**src/rtl/encoder_linearization_table_builder_assert.svh**
```systemverilog
`ifndef ENCODER_LINEARIZATION_TABLE_BUILDER_ASSERT_SVH
`define ENCODER_LINEARIZATION_TABLE_BUILDER_ASSERT_SVH

// same-cycle implication, clocked on i_clk, off during reset
`define ELTB_ASSERT_IMP(lbl, ante, cons) \
    lbl: assert property (@(posedge i_clk) disable iff (!i_rst_n) (ante) |-> (cons)) \
        else $error("eltb: same-cycle check failed");

// next-cycle implication
`define ELTB_ASSERT_NXT(lbl, ante, cons) \
    lbl: assert property (@(posedge i_clk) disable iff (!i_rst_n) (ante) |=> (cons)) \
        else $error("eltb: next-cycle check failed");

`endif

```
**src/rtl/eltb_pkg.sv**
```systemverilog
package eltb_pkg;

    localparam int ENC_COUNTS  = 16384;
    localparam int FULL_STEPS  = 200;
    localparam int STORE_DEPTH = FULL_STEPS + 1;
    localparam int MICROSTEPS  = 256;
    localparam int MS_SHIFT    = $clog2(MICROSTEPS);
    localparam int POS_TURN    = 51200;
    localparam int NOM_COUNTS  = ENC_COUNTS / FULL_STEPS;
    localparam int DELTA_HI    = NOM_COUNTS * 3 / 2;
    localparam int DELTA_LO    = NOM_COUNTS * 1 / 2;
    localparam int HALF_LO     = ENC_COUNTS / 2;
    localparam int HALF_UP     = (ENC_COUNTS + 1) / 2;
    localparam int VAL_W       = 14;
    localparam int NUM_W       = VAL_W + MS_SHIFT;

    localparam logic FUNC_LOAD  = 1'b0;
    localparam logic FUNC_FETCH = 1'b1;

    typedef enum logic [2:0] {
        ERR_NONE  = 3'd0,
        ERR_DIR   = 3'd1,
        ERR_CONT  = 3'd2,
        ERR_WRAP  = 3'd3,
        ERR_COUNT = 3'd4
    } t_err;

    typedef struct packed {
        logic             func;
        logic [VAL_W-1:0] fwd_value;
        logic [VAL_W-1:0] bwd_value;
    } t_in_item;

    typedef struct packed {
        logic [15:0] entry;
        logic        entry_valid;
        logic        last_entry;
        logic        check_done;
        logic [2:0]  error_code;
    } t_out_item;

    typedef struct packed {
        logic        start;
        logic [31:0] dividend;
        logic [15:0] divisor;
        logic [5:0]  count;
    } t_div_req;

    typedef struct packed {
        logic        done;
        logic [31:0] quotient;
        logic [15:0] remainder;
    } t_div_rsp;

    // signed circular difference a - b, folded into one half turn
    function automatic logic signed [14:0] cyc_diff(input logic [VAL_W-1:0] a,
                                                    input logic [VAL_W-1:0] b);
        logic signed [15:0] d;
        d = $signed({2'b00, a}) - $signed({2'b00, b});
        if (d > $signed(16'(HALF_LO))) d = d - $signed(16'(ENC_COUNTS));
        if (d < -$signed(16'(HALF_UP))) d = d + $signed(16'(ENC_COUNTS));
        return d[14:0];
    endfunction

    function automatic logic [VAL_W-1:0] cyc_mean(input logic [VAL_W-1:0] a,
                                                  input logic [VAL_W-1:0] b);
        logic [VAL_W-1:0] spread;
        logic [VAL_W:0]   sum;
        logic [VAL_W-1:0] m;
        spread = (a > b) ? a - b : b - a;
        sum    = {1'b0, a} + {1'b0, b};
        m      = sum[VAL_W:1];
        if (spread > VAL_W'(HALF_LO)) begin
            m = (m >= VAL_W'(HALF_LO)) ? m - VAL_W'(HALF_LO) : m + VAL_W'(HALF_LO);
        end
        return m;
    endfunction

    // x is at most 2*FULL_STEPS
    function automatic logic [7:0] mod_fs(input logic [8:0] x);
        logic [8:0] r;
        if (x >= 9'(2 * FULL_STEPS)) r = x - 9'(2 * FULL_STEPS);
        else if (x >= 9'(FULL_STEPS)) r = x - 9'(FULL_STEPS);
        else r = x;
        return r[7:0];
    endfunction

endpackage

```
**src/rtl/eltb_div.sv**
```systemverilog
module eltb_div
    import eltb_pkg::*;
(
    input  logic     i_clk,
    input  logic     i_rst_n,
    input  t_div_req i_req,
    output t_div_rsp o_rsp
);

    logic        r_busy;
    logic        r_done;
    logic [5:0]  r_cnt;
    logic [31:0] r_num;
    logic [15:0] r_rem;
    logic [15:0] r_div;
    logic [31:0] r_quo;

    logic [16:0] trial;
    logic [16:0] diff;
    logic        ge;

    // one restoring step per cycle, dividend enters MSB first
    assign trial = {r_rem, r_num[31]};
    assign ge    = trial >= {1'b0, r_div};
    assign diff  = trial - {1'b0, r_div};

    always_ff @(posedge i_clk) begin
        if (!i_rst_n) begin
            r_busy <= 1'b0;
            r_done <= 1'b0;
            r_cnt  <= '0;
        end else begin
            r_done <= 1'b0;
            if (i_req.start) begin
                r_busy <= 1'b1;
                r_cnt  <= i_req.count;
            end else if (r_busy) begin
                r_cnt <= r_cnt - 6'd1;
                if (r_cnt == 6'd1) begin
                    r_busy <= 1'b0;
                    r_done <= 1'b1;
                end
            end
        end
    end

    always_ff @(posedge i_clk) begin
        if (i_req.start) begin
            r_num <= i_req.dividend;
            r_div <= i_req.divisor;
            r_rem <= '0;
            r_quo <= '0;
        end else if (r_busy) begin
            r_num <= {r_num[30:0], 1'b0};
            r_rem <= ge ? diff[15:0] : trial[15:0];
            r_quo <= {r_quo[30:0], ge};
        end
    end

    assign o_rsp.done      = r_done;
    assign o_rsp.quotient  = r_quo;
    assign o_rsp.remainder = r_rem;

endmodule

```
**config.mk**
```make
export PLATFORM = sky130hd
export DESIGN_NAME = eltb_div
export DESIGN_NICKNAME = d
export VERILOG_FILES = /design/src/rtl/encoder_linearization_table_builder_assert.svh /design/src/rtl/eltb_pkg.sv /design/src/rtl/eltb_div.sv
export SDC_FILE = /design/constraint.sdc
export NUM_CORES = 1
export LEC_CHECK = 0
export BUFFER_PORTS_ARGS = -buffer_cell sky130_fd_sc_hd__buf_2
export CAP_MARGIN = 20
export CORE_ASPECT_RATIO = 0.9
export CORE_UTILIZATION = 58
export DETAILED_ROUTE_END_ITERATION = 8
export GPL_TIMING_DRIVEN = 0
export PLACE_DENSITY = 0.95
export SLEW_MARGIN = 30
export SYNTH_ARGS = -nofsm -noshare
export SYNTH_HDL_FRONTEND = slang
export SYNTH_SLANG_ARGS = --single-unit
```
**constraint.sdc**
```tcl
create_clock -name i_clk -period 3.2 [get_ports i_clk]
set_input_delay 0.32 -clock i_clk [delete_from_list [all_inputs] [get_ports i_clk]]
set_output_delay 0.32 -clock i_clk [all_outputs]
set_load 0.02 [all_outputs]
```
Word level (Yosys, flattened, before mapping)
Index checks and enable logic that the tools add are counted.
{"block": "word_totals", "regBits": 104, "inputBits": 57, "out_inout_bits": 49, "elab_cells": 24}
{"block": "classes", "addsub": 2, "n_lt_le_gt_ge": 1, "n_eq_ne": 1, "muxes": 9, "bitwise": 2, "n_reduce_logical": 2}
{"cell": "$mux 32", "n": 2}
{"cell": "$ge 17x16->1", "n": 1}
{"cell": "$mux 16", "n": 1}
{"cell": "$sub 16x16->16", "n": 1}
{"cell": "$mux 6", "n": 2}
{"cell": "$eq 6x1->1 const B", "n": 1}
{"cell": "$sub 6x1->6 const B", "n": 1}
{"cell": "$mux 1", "n": 4}
{"cell": "$reduce_or 3->1", "n": 1}
{"cell": "$not 1->1", "n": 2}
{"cell": "$reduce_bool 2->1", "n": 1}

Longest topological paths before layout
Gate-level depths: netlist (run 1).
{"block": "depth", "word_depth": 4, "depth_mapped": 10, "ltp_nobuf": 9}

Worst setup path before layout (run 1)
OpenSTA, ideal clock, no wires.
{"block": "synth_path", "kind": "register to register", "from": "register r_rem[5]", "to": "register r_rem[11]", "setup_time_ns": 0.130, "arrival_ns": 2.172, "required_ns": 3.070, "slack_ns": 0.898, "path_stages_with_launch": 10, "path_buffers": 3, "period_less_slack_ns": 2.302, "path_cell_list": "dfxtp_1 > ha_1 > buf_4 > nand4_1 > or4_4 > o21a_1 > buf_6 > clkbuf_1 > a41oi_1 > o31ai_1"}
{"block": "synth_between", "elab_chain_len": 2, "elab_cells_between_ends": 3, "classes_between": "1 x add/sub; 1 x order compare; 1 x mux"}
{"item": "start, declared", "line": "eltb_div.sv:14", "rtl": "logic [15:0] r_rem;"}
{"item": "start signal, assigned", "line": "eltb_div.sv:55", "rtl": "r_rem <= ge ? diff[15:0] : trial[15:0];"}
{"item": "$sub 16x16->16 or $ge 17x16->1 (tied branches)", "line": "eltb_div.sv:25, eltb_div.sv:24"}
{"item": "$mux 16 (*)", "line": "eltb_div.sv:55"}
Mark *: on every way between the ends. The rest lies on a longest branch, timed or not.
A chain may end at the register's enable or synchronous reset.

Final worst setup path (run 1)
{"block": "layout_path", "from": "register r_div[12]", "to": "register r_rem[10]"}
{"block": "layout_between", "elab_chain_len": 2}
{"item": "start, declared", "line": "eltb_div.sv:15", "rtl": "logic [15:0] r_div;"}
{"item": "start signal, assigned", "line": "eltb_div.sv:50", "rtl": "r_div <= i_req.divisor;"}
{"item": "$ge 17x16->1", "line": "eltb_div.sv:24", "rtl": "assign ge = trial >= {1'b0, r_div};"}
{"item": "$mux 16", "line": "eltb_div.sv:55"}
No other way between the ends.

==> results of run 1 <==
## layer usage
layer	part of all wire	up-vias	GRT usage	routed length, um
li1	-	1932	-	-
met1	0.41	1941	0.323	4700
met3	0.067	31	0.0692	779
met2	0.51	185	0.467	5870
met4	0.021	0	0.0882	242
met5	0	-	0	0
## flip-flops by register name, indices dropped and copies added, names as in the netlist
signal / flops
r_busy: 1
r_cnt: 6
r_div: 16
r_done: 1
r_num: 32
r_quo: 32
r_rem: 16
## worst max-delay path, stage by stage, from the launching register on
cell	delay [ns]
edfxtp_1	0.39
inv_1	0.07
ha_1	0.21
buf_2	0.18
a21oi_1	0.26
o21a_1	0.20
o211ai_1	0.16
o21ai_2	0.44
buf_2	0.35
nand3_1	0.11
a311oi_1	0.29
## Yosys cell counts, drive strengths merged, types with 2 or more instances
library cell  instances
o21ai                20
nand3                13
a21oi                25
nor2                 69
a211o                 2
o21a                  4
edfxtp               48
nor3                  6
nand4                 5
and2                  6
nand2                17
mux2i                31
nand2b                7
a311oi                8
clkbuf               13
xnor2                 9
buf                  12
mux2                 31
a41oi                 3
dfxtp                56
nor2b                 2
a21o                  5
xor2                  4
o31ai                 3
inv                  22
or4                   2
ha                   18
a211oi                5
o211ai                6
## layout by cell type (no fill, tap or decap), types with 3 or more instances in the layout
| master | Yosys | final |
|---|---|---|
| xnor2_1 | 9 | 9 |
| nand2b_1 | 7 | 7 |
| nor2_1 | 69 | 69 |
| inv_1 | 22 | 21 |
| o21a_1 | 4 | 4 |
| ha_1 | 18 | 18 |
| nand4_1 | 5 | 5 |
| clkbuf_1 | 13 | 15 |
| edfxtp_1 | 48 | 48 |
| buf_2 | 3 | 108 |
| and2_1 | 6 | 6 |
| o21ai_0 | 18 | 18 |
| a41oi_1 | 3 | 3 |
| mux2i_1 | 31 | 31 |
| nand2_1 | 17 | 17 |
| a21oi_1 | 25 | 25 |
| mux2_2 | 31 | 31 |
| a311oi_1 | 7 | 7 |
| nand3_1 | 13 | 13 |
| clkbuf_8 | 0 | 9 |
| xor2_1 | 4 | 4 |
| nor3_1 | 6 | 6 |
| a211oi_1 | 5 | 5 |
| a21o_1 | 5 | 5 |
| o31ai_1 | 3 | 3 |
| buf_1 | 6 | 6 |
| dfxtp_1 | 56 | 56 |
| o211ai_1 | 6 | 6 |
## cells by family (layout without fill, tap and decap cells)
kind of cell / count (synthesis) / in the layout / share of synthesized area
xor gates and xnor gates: 13 / 13 / 0.0228
DFF: 104 / 104 / 0.513
and+or+nand+nor: 132 / 132 / 0.120
AOI/OAI and AO/OA: 92 / 92 / 0.124
muxes: 62 / 62 / 0.132
buffers and inverters: 47 / 168 / 0.0391
adders and majority gates: 19 / 19 / 0.0491
## layout make-up
type | instances | area, um2 | area share
Tap cell | 115 | 144 | 0.0246
Timing Repair Buffer | 105 | 526 | 0.0897
Clock buffer | 12 | 156 | 0.0267
Inverter | 22 | 82.6 | 0.0141
Sequential cell | 104 | 2560 | 0.437
Multi-Input combinational cell | 318 | 2240 | 0.382
Clock inverter | 4 | 35.0 | 0.00598
Buffer | 25 | 113 | 0.0192
## where the power goes
group / total (uW) / internal, uW / switching (uW)
Clock: 792 / 342 / 451
Sequential: 1530 / 1490 / 45.1
Combinational: 528 / 220 / 308
Total: 2850 / 2050 / 804
## through the flow
| step | worst slack, ns | cell area [um2] | power [uW] | instances |
|---|---|---|---|---|
| floorplan | 0.898 | 5000 | 1920 | 469 |
| detailed placement | 0.532 | 5670 | 2080 | 689 |
| CTS | 0.507 | 5860 | 2860 | 705 |
| finish | 0.441 | 5860 | 2850 | 705 |
| global placement | 0.667 | 5670 | 2040 | 689 |
| global route | 0.315 | 5860 | 2970 | 705 |
## final timing paths
path	endpoint	slack, ns	cells past startpoint
setup reg to reg	r_rem[10]	0.44	10
hold / removal	r_div[4]	0.12	1
setup / recovery	r_rem[10]	0.44	10
hold reg to reg	r_rem[8]	0.53	2
==> impl_metrics.ini, run 1 <==
[pwr]
max-vdd-ir-drop_uv = 413
leakage_uw = 0.00252
powerDensity_nw_per_um2 = 487

[synthesis]
ys_warn_count = 0
ys_seq_area_frac = 0.513
synthFlopType = dfxtp_1
synth_area_leaders = edfxtp_1, dfxtp_1, mux2_2
async_reset_ff_frac = 0
syn_inst = 469
synth_edf_count = 48
synth_nets = 545
synth_seq_cells = 104
netlist.area_leader.share = 0.288
syn_area_per_cell_um2 = 10.7
synth_top_area_cell = edfxtp_1
yosysUniqueCellTypes = 52
syn_area_um2 = 5000

[cts]
h-tree-depth = 3
clk_path_buf_depth = 2
path_clk_slew_ns = 0.10
cts_tree = done
clkLatencyLatePin_ns = 0.37
cts_hold_buf = 0
clock-sinks = 104
root_buffer = clkbuf_8
numCtsBuffers = 9
post_cts_resized = 0
postCtsSetupRepairBufs = 0

[worst_setup_path]
worstSetupEndpointType = flop
cp.required_ns = 3.47
crit_start = r_div[12]
cp.arrival_ns = 3.03
crit_type = flop to flop
path_max_fanout = 10
critPathLaunchType = flop
r2r_start = r_div[12]

[timing]
rsz0062_at_grt = no
setup_viol = 0
worst_slew_pin_slew_ns = 0.714
drv_slew = 0
relSlewSlack = 0.524
fin_hold_ws_ns = 0.118
finalCritPeriodShare = 0.862
tns_ns = 0
period_needed_ns = 2.76
hold_violations = 0
clock.fmax_mhz = 362
skew_ns = 0.00883

[floorplan]
start_util = 0.611
rows = 31
io-pin-count = 106
die_w_um = 99.8
fp.dieArea_um2 = 8990
dieHeight_um = 90.1
core_um2 = 8180

[global_route]
overflow = 0
grt_first_pass_wirelength_um = 18900
grt_max_degree = 33
track_usage = 0.269
grt_pass1_vias = 3927
antenna_found_initial = 0

[job]
drv_cap = 0

[drt]
drt_first_iter_violations = 303
wirelength_um = 11600
drc = 0
first_pass_iters = 5
avgRoutedWirePerCell_um = 16.4
vias = 4089
avgViaCountPerCell = 5.80
ant_nets = 0

[final_layout]
n_fill_cell = 556
fin_nets = 661
synthToLayoutAreaGrowth_pct = 17.2
antenna_cells = 0
final_core_util = 0.716
layout-drive-gt1-share = 0.273

[placement]
hpwl_um = 8410
port_buffers = 105
gp_congestion = 0.881

[hold_path]
min_from = i_req[10]
hold_path.class = primary input to flop

[status]
status = completed
No activity file was read; power rests on OpenSTA's default activity.
==> inputs of run 2 (changes only) <==
--- a/config.mk
+++ b/config.mk
@@ -7,7 +7,7 @@
 export LEC_CHECK = 0
 export BUFFER_PORTS_ARGS = -buffer_cell sky130_fd_sc_hd__buf_2
 export CAP_MARGIN = 20
-export CORE_ASPECT_RATIO = 0.9
+export CORE_ASPECT_RATIO = 1.25
 export CORE_UTILIZATION = 58
 export DETAILED_ROUTE_END_ITERATION = 8
 export GPL_TIMING_DRIVEN = 0
==> run 2 against run 1 <==
  * Hold slack better by 0.0076 ns
  * Clock power is 2% lower
  * Utilization is 1.2 points lower
  * Final cell count is 2.6% lower
  * Count of clock-buffer cells in the layout is 2 lower
  * Highest routed layer unchanged
  * Via count is 0.46% lower
==> impl_metrics.ini, run 2 (same netlist as run 1, synthesis figures left out) <==
[worst_setup_path]
worstSetupEndpointType = flop
cp_common_cell = buf_2
path_max_fanout = 10
slowest_stage = o21ai_2
cp.arrival_ns = 2.90
max_stage_delay_ns = 0.44
cp.required_ns = 3.48
critPathLaunchType = flop
crit_chain = ha_1 -> buf_2 -> a21oi_1 -> o21a_1 -> o211ai_1 -> o21ai_2 -> buf_2 -> nand3_1 -> a311oi_1
crit_type = flop to flop

[drt]
ant_nets = 0
drc = 0
avgViaCountPerCell = 5.92
avgRoutedWirePerCell_um = 16.6
first_pass_iters = 5
vias = 4070
wirelength_um = 11400
drt_first_iter_violations = 288

[final_layout]
stdcell_area_um2 = 5830
layout-drive-gt1-share = 0.276
n_fill_cell = 632
synthToLayoutAreaGrowth_pct = 16.7
final_cell_mix = buf_2, nor2_1, dfxtp_1
reg.largest.list = r_num x32, r_quo x32
fin_nets = 661
final_common_cell = buf_2
final_core_util = 0.704
antenna_cells = 0
stdcell_count = 687

[pwr]
leakage_uw = 0.00252
powerDensity_nw_per_um2 = 486
max-vdd-ir-drop_uv = 383

[timing]
period_needed_ns = 2.63
tns_ns = 0
drv_slew = 0
clock.fmax_mhz = 380
setup_ws_ns = 0.572
hold_violations = 0
worst_slew_pin_slew_ns = 0.719
finalCritPeriodShare = 0.821
setup_viol = 0
relSlewSlack = 0.521
rsz0062_at_grt = no
skew_ns = 0.00574

[placement]
place_ws_ns = 0.641
placed_area_um2 = 5640
gp_congestion = 0.961
hpwl_um = 8420
port_buffers = 105
post-place-cells = 671

[floorplan]
fp.dieArea_um2 = 8990
start_util = 0.603
io-pin-count = 106
die_w_um = 85.0
rows = 37
dieHeight_um = 106
core_um2 = 8290

[cts]
postCtsSetupRepairBufs = 0
numCtsBuffers = 9
cts_tree = done
clock-sinks = 104
post_cts_resized = 0
cts_hold_buf = 0
clk_path_buf_depth = 2
root_buffer = clkbuf_8
path_clk_slew_ns = 0.10
clkLatencyLatePin_ns = 0.36
h-tree-depth = 3

[status]
status = completed

[hold_path]
hold_path.class = primary input to flop

[global_route]
antenna_found_initial = 0
grt_pass1_vias = 4043
grt_first_pass_wirelength_um = 18600
overflow = 0
track_usage = 0.268
grt_max_degree = 33

[job]
drv_cap = 0
[run 2: cell count changes in the layout (fill, tap and decap cells not counted)]
cell,change
clkinv_2,+3
inv_4,-1
bufinv_8,+1
clkbuf_8,+1
clkbuf_16,-1
inv_6,-1
inv_8,-1
clkinv_4,+1
clkbuf_1,-2
[run 2: final timing paths]
check,cells after the start,startpoint,end,slack [ns]
max,9,r_rem[11],r_rem[9],0.57
min,1,i_req[18],r_div[12],0.13
max reg2reg,9,r_rem[11],r_rem[9],0.57
min reg2reg,2,r_quo[31],r_quo[31],0.51
[run 2: through the flow]
step,total power (uW),hold WS [ns]
after CTS,2850,0.104
after detailed placement,2080,0.490
final,2830,0.126
after global routing,2960,0.104
after floorplan,1920,0.419
after global placement,2050,0.471
[run 2: layout make-up]
class / count / area (um2) / share of cell area
sequential: 104 / 2560 / 0.439
multi-input combinational: 318 / 2240 / 0.384
timing repair buffer: 105 / 526 / 0.0901
clock buffer: 10 / 138 / 0.0236
tap: 97 / 121 / 0.0208
buffer: 25 / 113 / 0.0193
inverter: 22 / 82.6 / 0.0142
clock inverter: 6 / 50.0 / 0.00858
[run 2: metal layers]
layer	track usage	wire, um
met1	0.303	4470
met2	0.474	5960
met3	0.0572	695
met5	0	0
met4	0.132	316
[run 2: power by group]
group | total (uW) | leakage [uW] | switching [uW] | internal [uW]
sequential | 1530 | 0.000934 | 45.1 | 1490
clock | 779 | 0.000105 | 438 | 341
combinational | 523 | 0.00149 | 302 | 221
[run 2: critical path, delay by kind of cell (launching register included)]
family	cells	cell delay, ns
DFF	1	0.41
buffers and inverters	2	0.51
adders and majority gates	1	0.25
AOI/OAI and AO/OA	5	1.27
and+or+nand+nor	1	0.10
==> inputs of run 3 (changes only) <==
--- a/config.mk
+++ b/config.mk
@@ -8,10 +8,10 @@
 export BUFFER_PORTS_ARGS = -buffer_cell sky130_fd_sc_hd__buf_2
 export CAP_MARGIN = 20
 export CORE_ASPECT_RATIO = 1.25
-export CORE_UTILIZATION = 58
+export CORE_UTILIZATION = 55
 export DETAILED_ROUTE_END_ITERATION = 8
 export GPL_TIMING_DRIVEN = 0
-export PLACE_DENSITY = 0.95
+export PLACE_DENSITY = 0.91
 export SLEW_MARGIN = 30
 export SYNTH_ARGS = -nofsm -noshare
 export SYNTH_HDL_FRONTEND = slang
==> constraint.sdc (replaced) <==
create_clock -name i_clk -period 2.6 [get_ports i_clk]
set_input_delay 0.26 -clock i_clk [delete_from_list [all_inputs] [get_ports i_clk]]
set_output_delay 0.26 -clock i_clk [all_outputs]
set_load 0.02 [all_outputs]
==> run 3 against run 2 <==
  * Fmax is 6.1% higher
  * Non-clock buffer count rose by 2
  * Final area up 1.7%
  * Sequential share of layout area down 0.74 points
  * Highest routed layer unchanged
  * Routed wire length is 2.1% higher
  * Critical path type unchanged
  * Clock power increased by 36%
==> impl_metrics.ini, run 3 (same netlist as run 1, synthesis figures left out) <==
[drt]
ant_nets = 0
first_pass_iters = 4
avgRoutedWirePerCell_um = 16.4
wirelength_um = 11700
drt_first_iter_violations = 320
vias = 4060
avgViaCountPerCell = 5.70
drc = 0

[global_route]
overflow = 0
track_usage = 0.252
antenna_found_initial = 0
grt_pass1_vias = 3959
grt_max_degree = 33
grt_first_pass_wirelength_um = 18300

[floorplan]
die_w_um = 87.3
rows = 38
fp.dieArea_um2 = 9470
io-pin-count = 106
dieHeight_um = 109
core_um2 = 8750
start_util = 0.571

[final_layout]
synthToLayoutAreaGrowth_pct = 18.7
final_common_cell = buf_2
antenna_cells = 0
fin_nets = 663
seqCellArea_um2 = 2560
n_fill_cell = 692
final_cell_mix = buf_2, nor2_1, dfxtp_1
layout-drive-gt1-share = 0.287
stdcell_count = 712
reg.largest.list = r_num x32, r_quo x32
multi_input_area_um2 = 2270

[worst_setup_path]
path_delay_family = compound AO/OA/AOI/OAI gates
cp.required_ns = 2.90
critPathLaunchType = flop
r2r_start = r_rem[4]
crit_chain = ha_1 -> nand4_1 -> or4_4 -> o21a_1 -> buf_6 -> a211o_1 -> a311oi_2
reg2reg_depth = 7
cp_num_buf_inv = 1
r2r_slack_ns = 0.12
crit_type = flop to flop
path_max_fanout = 19
r2r_end = r_rem[7]
max_stage_delay_ns = 0.54
cp.arrival_ns = 2.77
slowest_stage = or4_4
worstSetupEndpointType = flop

[placement]
gp_congestion = 0.916
place_ws_ns = -0.00617
hpwl_um = 8440
post-place-cells = 694
port_buffers = 105

[timing]
skew_ns = 0.0110
tns_ns = 0
fin_hold_ws_ns = 0.0507
worst_slew_pin_slew_ns = 0.675
finalCritPeriodShare = 0.953
rsz0062_at_grt = no
drv_slew = 0
relSlewSlack = 0.550
setup_viol = 0
clock.fmax_mhz = 404
hold_violations = 0
period_needed_ns = 2.48
setup_ws_ns = 0.123

[cts]
clk_path_buf_depth = 2
root_buffer = clkbuf_8
clkLatencyLatePin_ns = 0.38
numCtsBuffers = 9
h-tree-depth = 3
cts_tree = done
clock-sinks = 104
path_clk_slew_ns = 0.10

[hold_path]
hold_path.class = primary input to flop
whs_path_depth = 1
hold_end = r_div[15]
min_from = i_req[21]

[job]
drv_cap = 0

[status]
status = completed

[pwr]
powerDensity_nw_per_um2 = 606
leakage_uw = 0.00255
max-vdd-ir-drop_uv = 560
[run 3: worst max-delay path by stage]
stage                 to  slack (ns)       from  cells after the start
5_1_grt         r_rem[7]        0.01   r_div[6]                      9
3_3_place_gp    r_rem[8]        0.09  r_div[12]                     10
3_5_place_dp   r_rem[10]      -0.006  r_div[14]                      9
2_1_floorplan  r_rem[11]        0.30   r_rem[5]                      9
6_report        r_rem[7]        0.12   r_rem[4]                      7
4_1_cts        r_rem[10]        0.01  r_div[12]                     10
[run 3: area by class of cell]
type                       count  share of cell area
timing repair buffer         108              0.0924
tap                          120              0.0253
clock buffer                  10              0.0251
sequential                   104               0.432
clock inverter                 6              0.0108
multi-input combinational    318               0.382
buffer                        24              0.0184
inverter                      22              0.0139
[run 3: metal layers]
metal | vias up | GRT usage | wire, um
li1 | 1925 | - | -
met4 | 0 | 0.0995 | 321
met1 | 1936 | 0.284 | 4570
met2 | 167 | 0.459 | 6110
met3 | 32 | 0.0504 | 668
met5 | - | 0 | 0
[run 3: repair_timing]
item / CTS / global route
hold buffers: 0 / 0
pin swaps: 0 / 2
endpoints found under the setup margin: 1 / 14
setup buffers: 0 / 3
gates resized for setup: 0 / 6
[run 3: through the flow]
stage / total power (uW) / util / cell area [um2]
5_1_grt: 3740 / 0.678 / 5930
6_report: 3600 / 0.678 / 5930
3_5_place_dp: 2550 / 0.648 / 5670
3_3_place_gp: 2520 / 0.648 / 5670
2_1_floorplan: 2360 / - / 5000
4_1_cts: 3590 / 0.672 / 5880
[run 3: power by group]
| part | internal [uW] | switching [uW] |
|---|---|---|
| clock | 471 | 585 |
| combinational | 275 | 380 |
| sequential | 1830 | 56.2 |
